**src/sv/pvd_pkg.sv**
```systemverilog
// Package for the prefix-length varint decoder: mode codes, field widths
// and the small lead-byte decoding functions. No dependencies.
`default_nettype none

package pvd_pkg;

    localparam int unsigned ByteW   = 8;
    localparam int unsigned ValueW  = 64;
    localparam int unsigned CountW  = 4;
    localparam int unsigned SumW    = 32;
    localparam int unsigned OutDataW = 72;  // value and count, padded to whole bytes

    // Longest encoding: a lead byte of all ones and eight data bytes.
    localparam logic [CountW-1:0] MaxBytes  = 4'd9;
    // Length from which a value can exceed what a 32-bit mode can hold.
    localparam logic [CountW-1:0] ClipBytes = 4'd5;

    typedef enum logic [2:0] {
        MODE_U64     = 3'd0,
        MODE_S64     = 3'd1,
        MODE_U32     = 3'd2,
        MODE_S32     = 3'd3,
        MODE_DELTA16 = 3'd4,
        MODE_DELTA32 = 3'd5
    } mode_t;

    // Number of leading one bits of a lead byte, 0 to 8.
    function automatic logic [CountW-1:0] lead_ones(input logic [ByteW-1:0] b);
        logic [CountW-1:0] n;
        case (b) inside
            8'b0???????: n = 4'd0;
            8'b10??????: n = 4'd1;
            8'b110?????: n = 4'd2;
            8'b1110????: n = 4'd3;
            8'b11110???: n = 4'd4;
            8'b111110??: n = 4'd5;
            8'b1111110?: n = 4'd6;
            8'b11111110: n = 4'd7;
            default:     n = 4'd8;
        endcase
        return n;
    endfunction

    // Mask for the data bits left in the lead byte after the length prefix.
    function automatic logic [ByteW-1:0] lead_mask(input logic [CountW-1:0] ones);
        logic [ByteW-1:0] m;
        case (ones)
            4'd0:    m = 8'h7f;
            4'd1:    m = 8'h3f;
            4'd2:    m = 8'h1f;
            4'd3:    m = 8'h0f;
            4'd4:    m = 8'h07;
            4'd5:    m = 8'h03;
            4'd6:    m = 8'h01;
            default: m = 8'h00;
        endcase
        return m;
    endfunction

    // Zigzag mapping at 32 bits: even codes are non-negative, odd negative.
    function automatic logic [SumW-1:0] zigzag32(input logic [SumW-1:0] u);
        return {1'b0, u[SumW-1:1]} ^ {SumW{u[0]}};
    endfunction

    function automatic logic [ValueW-1:0] zigzag64(input logic [ValueW-1:0] u);
        return {1'b0, u[ValueW-1:1]} ^ {ValueW{u[0]}};
    endfunction

endpackage

`default_nettype wire

```
**src/sv/prefix_varint_decoder_unit.sv**
```systemverilog
// Top level of the prefix-length varint decoder: byte stream in, one decoded
// value per completed encoding out. Depends on pvd_pkg.
`default_nettype none

// The decoder takes one byte of the encoded stream per clock cycle, with no
// gaps, for as long as the result side keeps up. The leading one bits of the
// first byte of a value give its length (one to nine bytes); the remaining
// lead-byte bits and the following bytes, most significant first, form the
// count. The byte that completes a value produces one result item in the next
// cycle on the master side; all other bytes produce nothing. The per-byte
// work (prefix decode, an 8-bit shift of the gathered bits, the zigzag
// mapping and one 32-bit add for the delta modes) sits between the state
// registers and a single output register. The output register is the only
// buffering: s_tready stays high while that register is empty or is being
// emptied in the same cycle, so a stall on m_tready reaches the input after
// one held result. The mode register is sampled on the byte that completes a
// value and should only be written while the block is idle. A start flag on
// the first byte of a value clears the running delta sum before that value is
// added.
module prefix_varint_decoder_unit (
    input  wire logic        clk,
    input  wire logic        rst_n,
    // Mode register write channel.
    input  wire logic        cfg_valid,
    output logic             cfg_ready,
    input  wire logic [2:0]  cfg_data,     // decode_mode
    // Encoded byte stream.
    input  wire logic        s_tvalid,
    output logic             s_tready,
    input  wire logic [7:0]  s_tdata,      // [7:0] data_byte
    input  wire logic        s_tuser,      // [0] start_vector
    // Decoded values.
    output logic             m_tvalid,
    input  wire logic        m_tready,
    output logic [71:0]      m_tdata,      // [63:0] value_bits, [67:64] byte_count, rest 0
    output logic             m_tuser       // [0] clipped
);

    // Decoder state.
    logic [2:0]                     decode_mode_reg;
    logic [pvd_pkg::ByteW-1:0]      lead_byte_reg;
    logic [pvd_pkg::ValueW-1:0]     gathered_reg;
    logic [pvd_pkg::CountW-1:0]     bytes_seen_reg;
    logic [pvd_pkg::SumW-1:0]       delta_sum_reg;

    // Output register.
    logic                           out_valid_reg;
    logic [pvd_pkg::ValueW-1:0]     out_value_reg;
    logic [pvd_pkg::CountW-1:0]     out_count_reg;
    logic                           out_clip_reg;

    logic                           in_accept;
    logic                           first_byte;
    logic [pvd_pkg::ByteW-1:0]      lead;
    logic [pvd_pkg::CountW-1:0]     ones;
    logic [pvd_pkg::CountW-1:0]     total;
    logic [pvd_pkg::ValueW-1:0]     gathered_next;
    logic [pvd_pkg::CountW-1:0]     seen_inc;
    logic                           done;
    logic [pvd_pkg::SumW-1:0]       sum_base;
    logic [pvd_pkg::SumW-1:0]       c32;
    logic                           clip32;
    logic [pvd_pkg::SumW-1:0]       zz32;
    logic [pvd_pkg::SumW-1:0]       sum_added;
    logic [pvd_pkg::SumW-1:0]       delta_sum_next;
    logic [pvd_pkg::ValueW-1:0]     value_next;
    logic                           clip_next;

    assign cfg_ready = 1'b1;
    assign s_tready  = !out_valid_reg || m_tready;
    assign in_accept = s_tvalid && s_tready;

    // Prefix decode uses the incoming byte when it opens a value.
    assign first_byte = (bytes_seen_reg == '0);
    assign lead       = first_byte ? s_tdata : lead_byte_reg;
    assign ones       = pvd_pkg::lead_ones(lead);
    assign total      = (ones == 4'd8) ? pvd_pkg::MaxBytes : ones + 4'd1;

    assign gathered_next = first_byte
        ? {{(pvd_pkg::ValueW-pvd_pkg::ByteW){1'b0}}, s_tdata & pvd_pkg::lead_mask(ones)}
        : {gathered_reg[pvd_pkg::ValueW-pvd_pkg::ByteW-1:0], s_tdata};
    assign seen_inc = bytes_seen_reg + 4'd1;
    assign done     = (seen_inc == total);

    // A start flag on a first byte clears the running sum before any add.
    assign sum_base = (first_byte && s_tuser) ? '0 : delta_sum_reg;

    // 32-bit view of the count: five-byte values are cut to 32 bits, longer
    // values are taken as zero.
    always_comb
    begin
        if (total < pvd_pkg::ClipBytes)
        begin
            c32    = gathered_next[pvd_pkg::SumW-1:0];
            clip32 = 1'b0;
        end
        else if (total == pvd_pkg::ClipBytes)
        begin
            c32    = gathered_next[pvd_pkg::SumW-1:0];
            clip32 = (lead[2:0] != 3'b000);
        end
        else
        begin
            c32    = '0;
            clip32 = 1'b1;
        end
    end

    assign zz32      = pvd_pkg::zigzag32(c32);
    assign sum_added = sum_base + zz32;

    always_comb
    begin
        delta_sum_next = sum_base;
        case (decode_mode_reg)
            pvd_pkg::MODE_S64:
            begin
                value_next = pvd_pkg::zigzag64(gathered_next);
                clip_next  = 1'b0;
            end
            pvd_pkg::MODE_U32:
            begin
                value_next = {32'd0, c32};
                clip_next  = clip32;
            end
            pvd_pkg::MODE_S32:
            begin
                value_next = {{32{zz32[pvd_pkg::SumW-1]}}, zz32};
                clip_next  = clip32;
            end
            pvd_pkg::MODE_DELTA16:
            begin
                if (done)
                    delta_sum_next = sum_added;
                value_next = {48'd0, sum_added[15:0]};
                clip_next  = clip32;
            end
            pvd_pkg::MODE_DELTA32:
            begin
                if (done)
                    delta_sum_next = sum_added;
                value_next = {32'd0, sum_added};
                clip_next  = clip32;
            end
            default:
            begin
                // Unsigned 64-bit; the two unused codes land here as well.
                value_next = gathered_next;
                clip_next  = 1'b0;
            end
        endcase
    end

    always_ff @(posedge clk or negedge rst_n)
    begin
        if (!rst_n)
        begin
            decode_mode_reg <= pvd_pkg::MODE_U64;
            lead_byte_reg   <= '0;
            gathered_reg    <= '0;
            bytes_seen_reg  <= '0;
            delta_sum_reg   <= '0;
            out_valid_reg   <= 1'b0;
        end
        else
        begin
            if (cfg_valid && cfg_ready)
                decode_mode_reg <= cfg_data;

            if (in_accept)
            begin
                lead_byte_reg  <= lead;
                gathered_reg   <= gathered_next;
                bytes_seen_reg <= done ? '0 : seen_inc;
                delta_sum_reg  <= delta_sum_next;
            end

            if (in_accept && done)
                out_valid_reg <= 1'b1;
            else if (m_tready)
                out_valid_reg <= 1'b0;
        end
    end

    // Result payload needs no reset; it is qualified by out_valid_reg.
    always_ff @(posedge clk)
    begin
        if (in_accept && done)
        begin
            out_value_reg <= value_next;
            out_count_reg <= total;
            out_clip_reg  <= clip_next;
        end
    end

    assign m_tvalid = out_valid_reg;
    assign m_tdata  = {{(pvd_pkg::OutDataW-pvd_pkg::ValueW-pvd_pkg::CountW){1'b0}},
                       out_count_reg, out_value_reg};
    assign m_tuser  = out_clip_reg;

endmodule

`default_nettype wire

```
**config.mk**
```make
export PLATFORM = sky130hd
export DESIGN_NAME = prefix_varint_decoder_unit
export DESIGN_NICKNAME = d
export VERILOG_FILES = /design/src/sv/pvd_pkg.sv /design/src/sv/prefix_varint_decoder_unit.sv
export SDC_FILE = /design/constraint.sdc
export NUM_CORES = 1
export LEC_CHECK = 0
export BUFFER_PORTS_ARGS = -buffer_cell sky130_fd_sc_hd__buf_2
export CAP_MARGIN = 10
export CORE_MARGIN = 1
export CORE_UTILIZATION = 60
export CTS_BUF_LIST = sky130_fd_sc_hd__clkbuf_8 sky130_fd_sc_hd__clkbuf_16
export DETAILED_ROUTE_END_ITERATION = 7
export PLACE_DENSITY = 0.8
export SYNTH_ARGS = -nofsm -noshare
export SYNTH_HDL_FRONTEND = slang
export SYNTH_SLANG_ARGS = --single-unit
```
**constraint.sdc**
```tcl
create_clock -name clk -period 7.1 [get_ports clk]
set_clock_uncertainty 0.15 [all_clocks]
set_input_delay 1.065 -clock clk [delete_from_list [all_inputs] [get_ports clk]]
set_output_delay 1.065 -clock clk [all_outputs]
set_load 0.01 [all_outputs]
```
-- Word-level counts from Yosys, hierarchy flattened
Index checks and enable logic that the tools add are counted.
- muxes and demuxes: 22
- magnitude comparators: 1
- add/sub/neg operators: 3
- reduce and logical (&&, ||, !) cells: 12
- eq/ne operators: 21
- bitwise logic cells: 4
- operator list (kind ; count):
    $pmux 64 s5 ; 1
    $mux 32 ; 5
    $mux 64 ; 1
    $xor 63x64->64 ; 1
    $pmux 7 s7 ; 1
    $mux 4 ; 10
    $add 32x32->32 ; 1
    $xor 31x32->32 ; 1
    $eq 4x3->1 const B ; 4
    $eq 3x3->1 const B ; 3
    $add 4x1->4 const B ; 2
    $and 8x8->8 ; 1
    $eq 4x2->1 const B ; 2
    $eq 4x4->1 const B ; 2
    $eq 8x8->1 const B ; 1
    $logic_not 4->1 ; 2
    $mux 8 ; 1
    $eq 7x7->1 const B ; 1
    $eq 3x2->1 const B ; 2
    $eq 6x6->1 const B ; 1
    $eq 5x5->1 const B ; 1
    $eq 4x1->1 const B ; 1
    $eq 4x4->1 ; 1
    $lt 4x3->1 const B ; 1
    11 further kinds ; 16
- word-level logic and storage cells: 72
- register bits: 173
- bits of input ports: 17

-- Logic depth before layout (Yosys ltp)
- depth after elaboration: 21
- mapped depth: 30

-- Worst setup path before layout
Ideal clock, no wire load.
- kind: input -> register
- start point: in s_tdata[0]
- end point: reg out_value_reg[26] in the netlist's numbering (data pin)
- slack: 0.598 ns
- buffers on the path: 5
- data required time: 6.694 ns
- stages: 27
- library setup time: 0.256 ns
- arrival: 6.096 ns
- path through: clkbuf_1 > clkbuf_1 > nand2_1 > a31oi_1 > o22a_1 > inv_1 > ha_1 > or3_1 > a21oi_1 > o21ai_0 > and2_1 > clkbuf_1 > clkbuf_1 > clkbuf_1 > a21oi_1 > nor2_1 > ha_1 > inv_1 > fa_1 > nor2b_1 > o31a_1 > o311ai_1 > o21ai_0 > a21oi_1 > nor4_1 > or3_1 > a31o_2
- cells in the longest elaborated chain, start to end: 19
- ends and longest elaborated chain (item ; RTL line ; text):
    from (decl) ; prefix_varint_decoder_unit.sv:30 ; input wire logic [7:0] s_tdata,
    parallel branches: the longest is 18 deep, another holds $add 4x1->4 ; -- ;
    $pmux 64 s5 (*) ; prefix_varint_decoder_unit.sv:115 ; case (decode_mode_reg)
    via value_next (one bit) ; prefix_varint_decoder_unit.sv:66 ; logic [pvd_pkg::ValueW-1:0] value_next;
    to (signal assigned) ; prefix_varint_decoder_unit.sv:190 ; out_value_reg <= value_next;
    to (decl) ; prefix_varint_decoder_unit.sv:48 ; logic [pvd_pkg::ValueW-1:0] out_value_reg;
Mark *: on every way through the listed nets, which the timed path passes.
A chain may end at the register's enable or synchronous reset.

-- Final worst setup path
- start point: reg bytes_seen_reg[0] in the netlist's numbering
- end point: reg out_value_reg[26] in the netlist's numbering (data pin)
- RTL lines (item ; RTL line ; text):
    from (decl) ; prefix_varint_decoder_unit.sv:43 ; logic [pvd_pkg::CountW-1:0] bytes_seen_reg;
    from (signal assigned) ; prefix_varint_decoder_unit.sv:174 ; bytes_seen_reg <= done ? '0 : seen_inc;
    $logic_not 4->1 (*) ; prefix_varint_decoder_unit.sv:74 ; assign first_byte = (bytes_seen_reg == '0);
    $mux 8 (*) ; prefix_varint_decoder_unit.sv:75 ; assign lead = first_byte ? s_tdata : lead_byte_reg;
    $eq 8x8->1 ; prefix_varint_decoder_unit.sv:76 ; assign ones = pvd_pkg::lead_ones(lead);
    $mux 4 (7 in series) ; pvd_pkg.sv:30 ; case (b) inside
    $mux 4 (*) ; pvd_pkg.sv:30 ;
    $add 4x1->4 or $eq 4x4->1 (tied branches) ; prefix_varint_decoder_unit.sv:77 ; assign total = (ones == 4'd8) ? pvd_pkg::MaxBytes : ones + 4'd1;
    $mux 4 (*) ; prefix_varint_decoder_unit.sv:77 ;
    via total (one bit) ; prefix_varint_decoder_unit.sv:56 ; logic [pvd_pkg::CountW-1:0] total;
    parallel branches: the longest is 2 deep, another holds $lt 4x3->1 ; -- ;
    $mux 32 (*) ; prefix_varint_decoder_unit.sv:92 ; if (total < pvd_pkg::ClipBytes)
    $xor 31x32->32 ; pvd_pkg.sv:62 ; return {1'b0, u[SumW-1:1]} ^ {SumW{u[0]}};
    $add 32x32->32 ; prefix_varint_decoder_unit.sv:110 ; assign sum_added = sum_base + zz32;
    $pmux 64 s5 (*) ; prefix_varint_decoder_unit.sv:115 ;
    via value_next (one bit) ; prefix_varint_decoder_unit.sv:66 ;
Marks and branches as above.

==> impl_metrics.tcl <==
set metrics [dict create \
    crit_arrival_ps 6760 \
    post_drt_wl_per_cell_um 18.41 \
    dpl.hpwl_um 18010 \
    dpl_cell_area_sq_um 10830 \
    clkLatencyLatePin_ps 440 \
    fillers 1339 \
    status "complete, no violations" \
    drv_cap 0 \
    synth_area_leaders "dfrtp_1, edfxtp_1, nand2_1, a21oi_1, o21ai_0" \
    setup_viol_count_final 0 \
    syn_avg_cell_area_sq_um 8.847 \
    path_class "flop to flop" \
    track_usage_pct 31.26 \
    ys_ff_latch 173 \
    dr.pass1.iters 6 \
    switchingPower_mw 2.308 \
    num_io_pins 93 \
    synthXorXnorAreaFrac_pct 2.821 \
    synthAdderAreaFrac_pct 4.836 \
    stdcell_area_sq_um 11410 \
    gp_congestion 0.9539 \
    hold_class "flop to flop" \
    yosys.area_share.simple_pct 16.70 \
    min_period_ps 6715 \
    rows 47 \
    vias 9023 \
    grt_pass1_vias 8355 \
    drc 0 \
    swShare_pct 44.50 \
    clock_power_share_pct 17.5 \
    drt-total-wl_um 26600 \
    largest_register_ffs 64 \
    ys.flop_type "dfrtp_1" \
    drive_above_1_share_pct 13.39 \
    grt_first_pass_wirelength_um 43180 \
    yosysUniqueCellTypes 67 \
    cts_tree "done" \
    yosys.area.top_type_share_pct 25.40 \
    dp.cells 1413 \
    fmax_mhz 148.9 \
    yosys_warnings 0 \
    numPortBuffers 87 \
    ir_drop_uv 296.1 \
    drt_iter0_drc 1082 \
    die_h_um 132.7 \
    root_buffer "clkbuf_16" \
    combPwrFrac_pct 50.7 \
    p_leak_nw 4.946 \
    hold_viol 0 \
    cts_buffer_depth 2 \
    cts_setup_buffers 0 \
    rsz0062_at_grt "no" \
    drtAntennaViolNets 0 \
    power_mw 5.187 \
    dieArea_sq_um 17600 \
    syn-cell-area_sq_um 10240 \
    ys_seq_area_share_pct 45.63 \
    power_density_nw_per_um2 454.6 \
    grt_max_degree 116 \
    post-synth-top-area-cell "dfrtp_1" \
    die_x_um 132.7 \
    cts_num_sinks 173 \
    gr-total-overflow 0 \
    cp_max_fo 15 \
    vias_per_cell 6.244 \
    async_flop_share_pct 60.12 \
    synth_mux_area_share_pct 1.209 \
    fin_cells 1445 \
    finalCritPeriodShare_pct 94.58 \
    antenna_found_initial 0 \
    synth_top_family_by_area "compound AO/OA/AOI/OAI gates" \
    slew_headroom_pct 25.82 \
    final_nets 1268 \
    initial_core_util_pct 61.56 \
    path_clk_slew_ps 70 \
    synthToLayoutAreaGrowth_pct 11.36 \
    synth_compound_area_share_pct 24.88 \
    numCtsBuffers 17 \
    final_max_slew_viol_count 0 \
    postSynthCellCount 1158 \
    fin_setup_tns_ps 0 \
    internal_power_mw 2.879 \
    cts_max_level 4 \
    p_seq_share_pct 31.8 \
    coreArea_sq_um 16640 \
    worstMarginPinSlew_ps 1113 \
    regToRegSetupSlack_ps 380 \
    cp-end-kind "flop" \
    required_ps 7150 \
    n_antenna_cell 0 \
    synth-edff-count 69 \
    start_kind "flop" \
]
[cell type report]
cell class | count | area [sq um] | area share [%]
Multi-Input combinational cell | 890 | 5226 | 45.81
Sequential cell | 173 | 4674 | 40.97
Clock inverter | 15 | 143.9 | 1.261
Inverter | 26 | 97.59 | 0.8555
Timing Repair Buffer | 104 | 565.5 | 4.957
Tap cell | 220 | 275.3 | 2.413
Clock buffer | 17 | 425.4 | 3.729
[timing repair]
item	in CTS	in global routing
hold buffers	0	0
resized for setup	0	1
endpoints found under the setup margin	0	1
[cells in the final DEF, fill, tap and decap left out, types with 7 or more instances in the layout]
| cell | n |
|---|---|
| and2_1 | 27 |
| o22ai_1 | 12 |
| o221ai_1 | 19 |
| o21ai_0 | 125 |
| a211oi_1 | 10 |
| nand2b_1 | 7 |
| buf_2 | 86 |
| xnor2_1 | 26 |
| o31ai_1 | 7 |
| nor3_1 | 9 |
| a21o_1 | 13 |
| a22o_1 | 18 |
| inv_1 | 25 |
| edfxtp_1 | 69 |
| nor2_1 | 79 |
| xor2_1 | 7 |
| nand2_1 | 212 |
| ha_1 | 38 |
| nor2b_1 | 7 |
| dfrtp_1 | 104 |
| mux2_2 | 9 |
| clkbuf_16 | 17 |
| a21oi_1 | 137 |
| nand3_1 | 14 |
| buf_4 | 18 |
| o21bai_1 | 12 |
[through the flow]
stage / setup slack [ps] / util [%] / hold slack (ps)
4_1_cts: 337.1 / 68.51 / 334.7
5_1_grt: 55.21 / 68.55 / 342.4
3_5_place_dp: 294.7 / 65.09 / 318.5
3_3_place_gp: 432.4 / 65.09 / 310.0
6_report: 384.9 / 68.55 / 329.7
2_1_floorplan: 597.8 / - / 296.0
[final timing paths]
kind                                    from           endpoint  cells after the start
setup / recovery           bytes_seen_reg[0]  out_value_reg[26]                     22
setup reg to reg           bytes_seen_reg[0]  out_value_reg[26]                     22
min in group asynchronous              rst_n   delta_sum_reg[3]                      1
max in group asynchronous              rst_n   gathered_reg[22]                      2
hold / removal             delta_sum_reg[17]  delta_sum_reg[17]                      1
hold reg to reg            delta_sum_reg[17]  delta_sum_reg[17]                      1
[routing by layer]
metal | global-route usage, % | wire length (um)
met3 | 4.598 | 1968
met1 | 44.59 | 11650
met4 | 13.47 | 833
met2 | 47.75 | 12150
met5 | 0 | 0
[cell usage after synthesis, types with 10 or more instances]
library cell	count
o22ai_1	12
o21bai_1	12
dfrtp_1	104
a21o_1	13
a211oi_1	10
inv_1	26
nor2_1	80
and2_1	28
a21oi_1	137
ha_1	38
o221ai_1	19
xnor2_1	26
a22o_1	18
nand3_1	14
edfxtp_1	69
nand2_1	213
o21ai_0	125
clkbuf_1	57
[critical path, cell delays in order, from the launching register on]
cell,delay (ps)
dfrtp_1,400
inv_1,150
ha_1,170
or3b_2,640
a211oi_1,340
or2_2,220
inv_1,80
ha_1,220
or3_1,410
a21oi_1,130
o21ai_0,160
nand2_1,420
xnor2_1,210
nor2_1,70
ha_1,350
nor2b_1,160
o31a_1,270
o311ai_1,460
o21ai_0,270
a21oi_1,450
nor4_1,120
or3_1,380
a31o_2,250
[power groups by stage]
| stage | Sequential (mW) | Combinational, mW | Clock, mW |
|---|---|---|---|
| floorplan | 1.70 | 1.82 | 0 |
| global placement | 1.65 | 2.52 | 0 |
| detailed placement | 1.66 | 2.56 | 0 |
| CTS | 1.65 | 2.58 | 0.915 |
| global route | 1.69 | 2.90 | 0.951 |
| finish | 1.65 | 2.63 | 0.908 |
[kinds of logic (layout without fill, tap and decap cells)]
| family | after synthesis | count (layout) |
|---|---|---|
| compound gates | 413 | 413 |
| fa+ha+maj | 39 | 39 |
| simple gates | 390 | 390 |
| xor+xnor | 33 | 33 |
| other cells | 2 | 5 |
| buf+inv | 98 | 162 |
| mux | 10 | 10 |
| flops | 173 | 173 |
Note: power is estimated with default switching activity, not from simulation.
